**src/rtl/lrukv_pkg.sv**
```systemverilog
package lrukv_pkg;

    // Fixed field widths of the transaction payloads.
    localparam int KEY_W   = 16;
    localparam int VALUE_W = 32;
    localparam int CAP_W   = 7;

    // Operation codes.
    localparam logic CMD_GET = 1'b0;
    localparam logic CMD_PUT = 1'b1;

    // Configuration register indexes.
    localparam logic REG_CAPACITY = 1'b0;

    typedef struct packed {
        logic               cmd;
        logic [KEY_W-1:0]   key;
        logic [VALUE_W-1:0] value;
    } in_item_t;

    typedef struct packed {
        logic               found;
        logic [VALUE_W-1:0] data;
    } out_item_t;

    // Commands from the controller to the datapath.
    typedef struct packed {
        logic load;
        logic lookup;
        logic touch;
        logic write_val;
        logic evict;
        logic insert;
        logic out_load;
    } dp_cmd_t;

    // Status from the datapath to the controller.
    typedef struct packed {
        logic hit;
        logic is_put;
        logic need_evict;
    } dp_status_t;

endpackage

```
**src/rtl/lrukv_ctrl.sv**
```systemverilog
module lrukv_ctrl
    import lrukv_pkg::*;
(
    input  logic       aclk,
    input  logic       aresetn,
    input  logic       s_valid,
    output logic       s_ready,
    output logic       m_valid,
    input  logic       m_ready,
    input  dp_status_t status,
    output dp_cmd_t    cmd
);

    localparam logic [1:0] ST_IDLE   = 2'd0;
    localparam logic [1:0] ST_LOOKUP = 2'd1;
    localparam logic [1:0] ST_EXEC   = 2'd2;

    logic [1:0] state_reg, state_next;
    logic       m_valid_reg, m_valid_next;
    logic       out_free;

    // The output slot can take a new result when empty or being drained.
    assign out_free = !m_valid_reg || m_ready;
    assign s_ready  = (state_reg == ST_IDLE);
    assign m_valid  = m_valid_reg;

    // Sequencing of lookup, eviction and the final update.
    always_comb begin
        state_next   = state_reg;
        m_valid_next = m_valid_reg && !m_ready;
        cmd          = '0;
        case (state_reg)
            ST_IDLE: begin
                if (s_valid) begin
                    cmd.load   = 1'b1;
                    state_next = ST_LOOKUP;
                end
            end
            ST_LOOKUP: begin
                cmd.lookup = 1'b1;
                state_next = ST_EXEC;
            end
            ST_EXEC: begin
                if (status.is_put && !status.hit && status.need_evict) begin
                    cmd.evict = 1'b1;
                end else if (out_free) begin
                    cmd.out_load = 1'b1;
                    m_valid_next = 1'b1;
                    state_next   = ST_IDLE;
                    if (status.hit) begin
                        cmd.touch     = 1'b1;
                        cmd.write_val = status.is_put;
                    end else if (status.is_put) begin
                        cmd.insert = 1'b1;
                    end
                end
            end
            default: begin
                state_next = ST_IDLE;
            end
        endcase
    end

    always_ff @(posedge aclk) begin
        if (!aresetn) begin
            state_reg   <= ST_IDLE;
            m_valid_reg <= 1'b0;
        end else begin
            state_reg   <= state_next;
            m_valid_reg <= m_valid_next;
        end
    end

    // A result is produced only when the final update is issued.
    assert property (@(posedge aclk) disable iff (!aresetn)
        cmd.out_load |-> state_reg == ST_EXEC)
        else $error("result loaded outside the execute step");

    // An accepted transaction always moves the controller to the lookup step.
    assert property (@(posedge aclk) disable iff (!aresetn)
        cmd.load |=> state_reg == ST_LOOKUP)
        else $error("lookup did not follow an accepted transaction");

    // A pending result is never overwritten.
    assert property (@(posedge aclk) disable iff (!aresetn)
        (m_valid_reg && !m_ready) |-> !cmd.out_load)
        else $error("pending result overwritten");

endmodule

```
**config.mk**
```make
export PLATFORM = sky130hd
export DESIGN_NAME = lrukv_ctrl
export DESIGN_NICKNAME = d
export VERILOG_FILES = /design/src/rtl/lrukv_pkg.sv /design/src/rtl/lrukv_ctrl.sv
export SDC_FILE = /design/constraint.sdc
export NUM_CORES = 1
export LEC_CHECK = 0
export ABC_AREA = 1
export BUFFER_PORTS_ARGS = -buffer_cell sky130_fd_sc_hd__buf_2
export CAP_MARGIN = 0
export CORE_AREA = 2 2 39 41
export DETAILED_ROUTE_END_ITERATION = 10
export DIE_AREA = 0 0 41 43
export GPL_ROUTABILITY_DRIVEN = 0
export MAX_ROUTING_LAYER = met4
export PLACE_DENSITY = 0.41
export SETUP_SLACK_MARGIN = 0.15
export SLEW_MARGIN = 20
export SYNTH_ARGS = -nofsm -noshare
export SYNTH_HDL_FRONTEND = slang
export SYNTH_SLANG_ARGS = --single-unit
```
**constraint.sdc**
```tcl
create_clock -name aclk -period 0.8 [get_ports aclk]
set_input_delay 0 -clock aclk [delete_from_list [all_inputs] [get_ports aclk]]
set_output_delay 0 -clock aclk [all_outputs]
set_load 0.05 [all_outputs]
```
==> Flow_metrics.wiki, run 1 <==
{| class="wikitable"
! Metric !! Value
|-
| Final HPWL from detailed placement || 484.9 um
|-
| Worst-path maximum fanout || 3
|-
| Max rail drop VDD || 675.5 uV
|-
| Post-synthesis net count || 40
|-
| Number of hold violations in the final report || 0
|-
| Number of ports placed on the die boundary || 16
|-
| Critical path class || flip-flop to output port
|-
| Chip height || 43 um
|-
| Final net count || 72
|-
| Synth top area share || 0.3077
|-
| Wire length after detailed routing || approximately 660 um
|-
| Remaining design rule violation count || 0
|-
| Fill cells || about 150
|-
| Die Span X || slightly above 40 um
|-
| Drt initial violations || 0
|-
| Violated checks || negative setup slack
|-
| Required @ worst endpoint || 0.80 ns
|-
| Number of iterations in the first detailed-routing pass || 1
|-
| Layout cells sized above 1 || 0.8281
|-
| Remaining number of nets flagged by the antenna check after routing || 0
|-
| PwrDens || approximately 1200 nW/um2
|-
| Cell chain of the critical path || inv_2 > nor2_4 > buf_4 > nor3_4 > buf_6
|-
| Placement-stage cell area || a little over 400 um2
|-
| Buffer depth of the longest clock path || 2
|-
| Number of antenna violations at the first check in global routing || 0
|-
| Sequential element share of the synthesized area || 0.3077
|-
| Clock tree from TritonCTS || done
|-
| Initial core utilization || 0.1410
|-
| Placement row count || 14
|-
| Post-layout worst setup margin || -0.3475 ns
|-
| Fmax || just under 0.9 GHz
|-
| Cell type with the largest total area after synthesis || sky130_fd_sc_hd__dfxtp_1
|-
| Vias || a little over 300
|-
| Delay-heaviest family, CP || buffers and inverters
|-
| Largest net degree at the start of global routing || 5
|-
| Final Instance Area || 594.3 um2
|-
| Total grt overflow || 0
|-
| Clock sink count || 3
|-
| First-pass GRT wire length || a little over 1000 um
|-
| Synth unique cells || 12
|-
| Cell count after placement || 70
|-
| Number of endpoints failing setup at the final stage || 11
|-
| Multi-input combinational cell area || roughly 210 um2
|-
| Most common library cell in the layout ignoring fill and taps || sky130_fd_sc_hd__buf_4
|-
| Post-synthesis average cell area || around 5.9 um2
|-
| Clock insertion delay at the later pin of the skew report || around 0.23 ns
|-
| Post-Syn Instances || 33
|-
| CP arrival || 1.15 ns
|-
| Cell Count, Final, Fillers Out || 80
|-
| Area of the placeable core || 1384 um2
|-
| CP bufs+invs || 3
|-
| Number of flip-flops in the largest register || 2
|-
| Final antenna diode count || 0
|-
| Cell at the slowest stage of the critical path || sky130_fd_sc_hd__dfxtp_4
|-
| CTS Root Cell || sky130_fd_sc_hd__clkbuf_4
|-
| Remaining max-slew budget at the tightest pin || 0.8851
|-
| Hold Path Class || input port to flip-flop
|-
| Hold-fix buffer count after cts || 0
|-
| Area Overhead vs Synth || 204.5%
|-
| Count of state elements after synthesis || 3
|-
| Peak per-stage delay on the critical path || around 0.34 ns
|-
| Vias in the first global route || 302
|-
| Worst clock skew on the final layout || between 0.002 and 0.0025 ns
|-
| Unrepaired setup endpoints after global routing || yes
|-
| Actual slew at the worst max-slew pin || 0.1710 ns
|-
| Post-Place Setup Slack || -0.2115 ns
|-
| Routed wire length per instance || ~8.2 um
|-
| Overall track demand over capacity in global routing || 0.08941
|-
| Endpoint class of the critical path || output port
|-
| Pins Over Slew Limit || 0
|-
| Vias per Instance || about 3.8
|-
| Total Die Area || about 1800 um2
|-
| Run status || complete, but fails checks
|-
| Clock buffers created by TritonCTS || 3
|-
| Area occupied by registers || between 60 and 70 um2
|-
| Count of maximum capacitance violations || 0
|-
| Min Tclk post-route || around 1.1 ns
|-
| Clock Pin Slew Worst Setup and Hold Paths || 0.03 ns
|-
| H-tree levels || 1
|-
| Static Leak || ~0.26 nW
|-
| Kind of start point of the critical path || flip-flop
|-
| Cell types occupying the most area after synthesis || sky130_fd_sc_hd__dfxtp_1, sky130_fd_sc_hd__nand2_1, sky130_fd_sc_hd__inv_1, sky130_fd_sc_hd__nor2_1, sky130_fd_sc_hd__nor2_4
|-
| Mapped cell area || 195.2 um2
|-
| Most frequent cells in the layout || sky130_fd_sc_hd__buf_4, sky130_fd_sc_hd__nor2_4, sky130_fd_sc_hd__buf_6, sky130_fd_sc_hd__buf_2, sky130_fd_sc_hd__inv_1
|-
| Count of buffers from port buffering || 15
|-
| Share of the clock period used by the worst path || 1.434
|-
| Yosys warns || 0
|}
==> where the power goes <==
group / switching [W] / internal, W / total [W]
clock network: 0.0000710 / 0.000186 / 0.000257
logic: 0.000159 / 0.000115 / 0.000274
registers: 0.00000745 / 0.000157 / 0.000164
==> through the flow <==
stage	setup TNS [ns]	hold WS, ns	power, W	utilization
floorplan	-1.394	0.1359	0.0002994	-
finish	-2.336	0.07644	0.0006958	0.4295
detailed placement	-1.184	0.2766	0.0003642	0.2929
global placement	-1.213	0.2639	0.0003639	0.2929
CTS	-2.554	0.05389	0.0006991	0.4078
global route	-2.891	0.09369	0.0007455	0.4295
==> routing by layer <==
layer	track usage	routed length, um	vias up
met5	-	0	-
met4	0.08000	0	0
li1	-	-	160
met1	0.08654	255	138
met2	0.1313	370	8
met3	0.03141	31	0
==> path summary, 6_finish.rpt <==
path                                                 from                         to  slack, ns  depth (start not counted)
worst min-delay path                              aresetn  state_reg[1]$_SDFFE_PN0P_       0.08                          3
worst max-delay path                   m_valid$_SDFF_PN0_                     cmd[1]      -0.35                          5
worst min register to register  state_reg[0]$_SDFFE_PN0P_  state_reg[0]$_SDFFE_PN0P_       0.59                          2
worst max register to register         m_valid$_SDFF_PN0_  state_reg[1]$_SDFFE_PN0P_      -0.13                          7
==> worst reg2reg max path: cells and delay by family (launching register included) <==
kind	cells	cell delay, ns
flops	1	0.34
simple gates	5	0.28
buf+inv	2	0.19
==> synth_stat cells (all sizes together) <==
cell,instances
nor2,9
inv,8
nand2,8
dfxtp,3
nor3,2
a21oi,1
nand3,1
nor4,1
==> cells by family (layout without fill, tap and decap cells) <==
| group | count (synthesis) | count (layout) | synth area share |
|---|---|---|---|
| flip-flops | 3 | 3 | 0.3077 |
| buffers and inverters | 8 | 39 | 0.1539 |
| AND/OR/NAND/NOR | 21 | 21 | 0.5128 |
| AO/OA/AOI/OAI | 1 | 1 | 0.02562 |
==> what timing repair did <==
action | in CTS | in global routing
setup buffers | 5 | 1
resized for setup | 28 | 5
endpoints found under the hold margin | 0 | 0
pin swaps | 9 | 4
setup endpoints to repair | 12 | 12
==> layout make-up <==
| class | count | share of cell area |
|---|---|---|
| tap | 16 | 0.03368 |
| timing repair buffer | 27 | 0.3979 |
| clock buffer | 4 | 0.04421 |
| multi-input combinational | 22 | 0.3558 |
| inverter | 8 | 0.05684 |
| sequential | 3 | 0.1116 |
No activity file was read; power rests on OpenSTA's default activity.
==> run 2, diff against run 1 <==
--- a/config.mk
+++ b/config.mk
@@ -12,6 +12,7 @@
 export DETAILED_ROUTE_END_ITERATION = 10
 export DIE_AREA = 0 0 41 43
 export GPL_ROUTABILITY_DRIVEN = 0
+export GPL_TIMING_DRIVEN = 0
 export MAX_ROUTING_LAYER = met4
 export PLACE_DENSITY = 0.41
 export SETUP_SLACK_MARGIN = 0.15
==> run 2 against run 1 <==
Effect of this change: the run still ends with negative setup slack left; critical path depth unchanged; register-to-register slack got worse by 0.14 ns; utilization down 6.7 points; cell count down 10%; wire length shrank 7.0%; flip-flop and latch count did not move; maximum frequency rose by 0.36%; highest routed layer unchanged.
==> Flow_metrics.wiki, run 2 (synthesis results as in run 1) <==
{| class="wikitable"
! Metric !! Value
|-
| Largest net degree at the start of global routing || 7
|-
| Vias per Instance || between 3 and 4
|-
| Max rail drop VDD || roughly 540 uV
|-
| Hold-fix buffer count after cts || 0
|-
| Final antenna diode count || 0
|-
| Number of iterations in the first detailed-routing pass || 4
|-
| Clock buffers created by TritonCTS || 3
|-
| CTS Root Cell || sky130_fd_sc_hd__clkbuf_4
|-
| Wire length after detailed routing || approximately 610 um
|-
| Hold WS || 0.05267 ns
|-
| Flop-to-flop setup slack || -0.27 ns
|-
| Vias in the first global route || around 280
|-
| Final net count || 64
|-
| Number of endpoints failing setup at the final stage || 10
|-
| Drt initial violations || 2
|-
| Violated checks || negative setup slack
|-
| Remaining max-slew budget at the tightest pin || 0.8524
|-
| Vias || ~270
|-
| Number of cell instances on the worst register-to-register path || 6
|-
| Number of hold violations in the final report || 0
|-
| First-pass GRT wire length || approximately 1000 um
|-
| Clock insertion delay at the later pin of the skew report || roughly 0.23 ns
|-
| Endpoint of the worst register-to-register path || m_valid$_SDFF_PN0_
|-
| Most common library cell in the layout ignoring fill and taps || sky130_fd_sc_hd__buf_6
|-
| Remaining number of nets flagged by the antenna check after routing || 0
|-
| Fmax || between 0.8 and 0.9 GHz
|-
| Layout cells sized above 1 || 0.7321
|-
| Worst hold path depth || 3
|-
| Initial core utilization || 0.1410
|-
| Worst clock skew on the final layout || around 0.00064 ns
|-
| H-tree levels || 1
|-
| CP arrival || about 1.1 ns
|-
| Total grt overflow || 0
|-
| Count of buffers from port buffering || 15
|-
| Area Overhead vs Synth || 157.1%
|-
| Post-layout worst setup margin || -0.3434 ns
|-
| Area of the placeable core || 1384 um2
|-
| Required @ worst endpoint || about 0.8 ns
|-
| PwrDens || about 1300 nW/um2
|-
| Buffer depth of the longest clock path || 2
|-
| Kind of start point of the critical path || flip-flop
|-
| Clock Pin Slew Worst Setup and Hold Paths || approximately 0.04 ns
|-
| Chip height || roughly 43 um
|-
| Remaining design rule violation count || 0
|-
| Fill cells || between 100 and 150
|-
| Number of ports placed on the die boundary || 16
|-
| Die Span X || 41 um
|-
| Worst reg2reg path startpoint || state_reg[1]$_SDFFE_PN0P_
|-
| Placement row count || 14
|-
| Most frequent cells in the layout || sky130_fd_sc_hd__buf_6, sky130_fd_sc_hd__nand2_1, sky130_fd_sc_hd__nor2_4, sky130_fd_sc_hd__buf_2
|-
| Critical path class || flip-flop to output port
|-
| Count of maximum capacitance violations || 0
|-
| Destination of the worst hold path || state_reg[1]$_SDFFE_PN0P_
|-
| Endpoint class of the critical path || output port
|-
| Total Die Area || 1763 um2
|-
| Setup total negative slack || -2.463 ns
|-
| Clock sink count || 3
|-
| Routed wire length per instance || ~8.5 um
|-
| Actual slew at the worst max-slew pin || 0.2207 ns
|-
| Min Tclk post-route || about 1.1 ns
|-
| Number of flip-flops in the largest register || 2
|-
| Clock tree from TritonCTS || done
|-
| Overall track demand over capacity in global routing || 0.09156
|-
| Run status || complete, but fails checks
|-
| Pins Over Slew Limit || 0
|-
| Worst-path maximum fanout || 4
|-
| Share of the clock period used by the worst path || 1.429
|-
| Hold Path Class || input port to flip-flop
|-
| Static Leak || around 0.21 nW
|-
| Number of antenna violations at the first check in global routing || 0
|-
| Hold path startpoint || aresetn
|-
| Unrepaired setup endpoints after global routing || yes
|-
| Final HPWL from detailed placement || 416.3 um
|}
==> run 2: area by class of cell <==
class                      count  area (um2)  area share
clock buffer                   4       26.28     0.05237
inverter                       8       36.28     0.07232
multi-input combinational     22       178.9      0.3566
sequential                     3       71.32      0.1421
tap                           16       20.02     0.03990
timing repair buffer          19       168.9      0.3367
==> run 2: worst max-delay path by stage <==
stage	slack (ns)	end	cells past startpoint	start
5_1_grt	-0.41	cmd[1]	5	state_reg[1]$_SDFFE_PN0P_
6_report	-0.34	cmd[1]	5	state_reg[1]$_SDFFE_PN0P_
2_1_floorplan	-0.28	cmd[1]	4	state_reg[1]$_SDFFE_PN0P_
4_1_cts	-0.37	cmd[1]	5	state_reg[1]$_SDFFE_PN0P_
3_3_place_gp	-0.28	cmd[1]	5	state_reg[1]$_SDFFE_PN0P_
3_5_place_dp	-0.27	cmd[1]	5	state_reg[1]$_SDFFE_PN0P_
==> run 2: what timing repair did <==
action / in CTS / in global routing
setup buffers: 4 / 0
endpoints found under the hold margin: 0 / 0
endpoints found under the setup margin: 12 / 12
pin swaps: 5 / 4
resized for setup: 23 / 4
==> run 2: per-layer routing <==
layer,part of all wire,track usage,vias up
met4,0,0.1000,0
met5,0,-,-
met2,0.60,0.1313,8
met3,0.064,0.01571,0
li1,-,-,145
met1,0.33,0.09325,120
==> run 2: per-stage QoR <==
| step | utilization | power [W] | instances | worst slack [ns] | cell area, um2 |
|---|---|---|---|---|---|
| 3_3_place_gp | 0.2604 | 0.0003413 | 64 | -0.2764 | 360.3 |
| 3_5_place_dp | 0.2604 | 0.0003414 | 64 | -0.2672 | 360.3 |
| 5_1_grt | 0.3626 | 0.0006893 | 72 | -0.4085 | 501.7 |
| 2_1_floorplan | - | 0.0002994 | 33 | -0.2766 | 265.3 |
| 4_1_cts | 0.3517 | 0.0006581 | 72 | -0.3672 | 486.7 |
| 6_report | 0.3626 | 0.0006453 | 72 | -0.3434 | 501.7 |
==> run 2: power by group <==
| group | internal, W | switching (W) |
|---|---|---|
| sequential | 0.000153 | 0.0000132 |
| combinational | 0.0000828 | 0.000137 |
| clock | 0.000187 | 0.0000729 |
| total | 0.000423 | 0.000223 |
==> run 2: critical path: stages (launching register included) <==
cell	delay (ns)
sky130_fd_sc_hd__dfxtp_4	0.36
sky130_fd_sc_hd__inv_4	0.04
sky130_fd_sc_hd__nor2_4	0.12
sky130_fd_sc_hd__nand2_4	0.09
sky130_fd_sc_hd__nor3_4	0.13
sky130_fd_sc_hd__buf_6	0.18
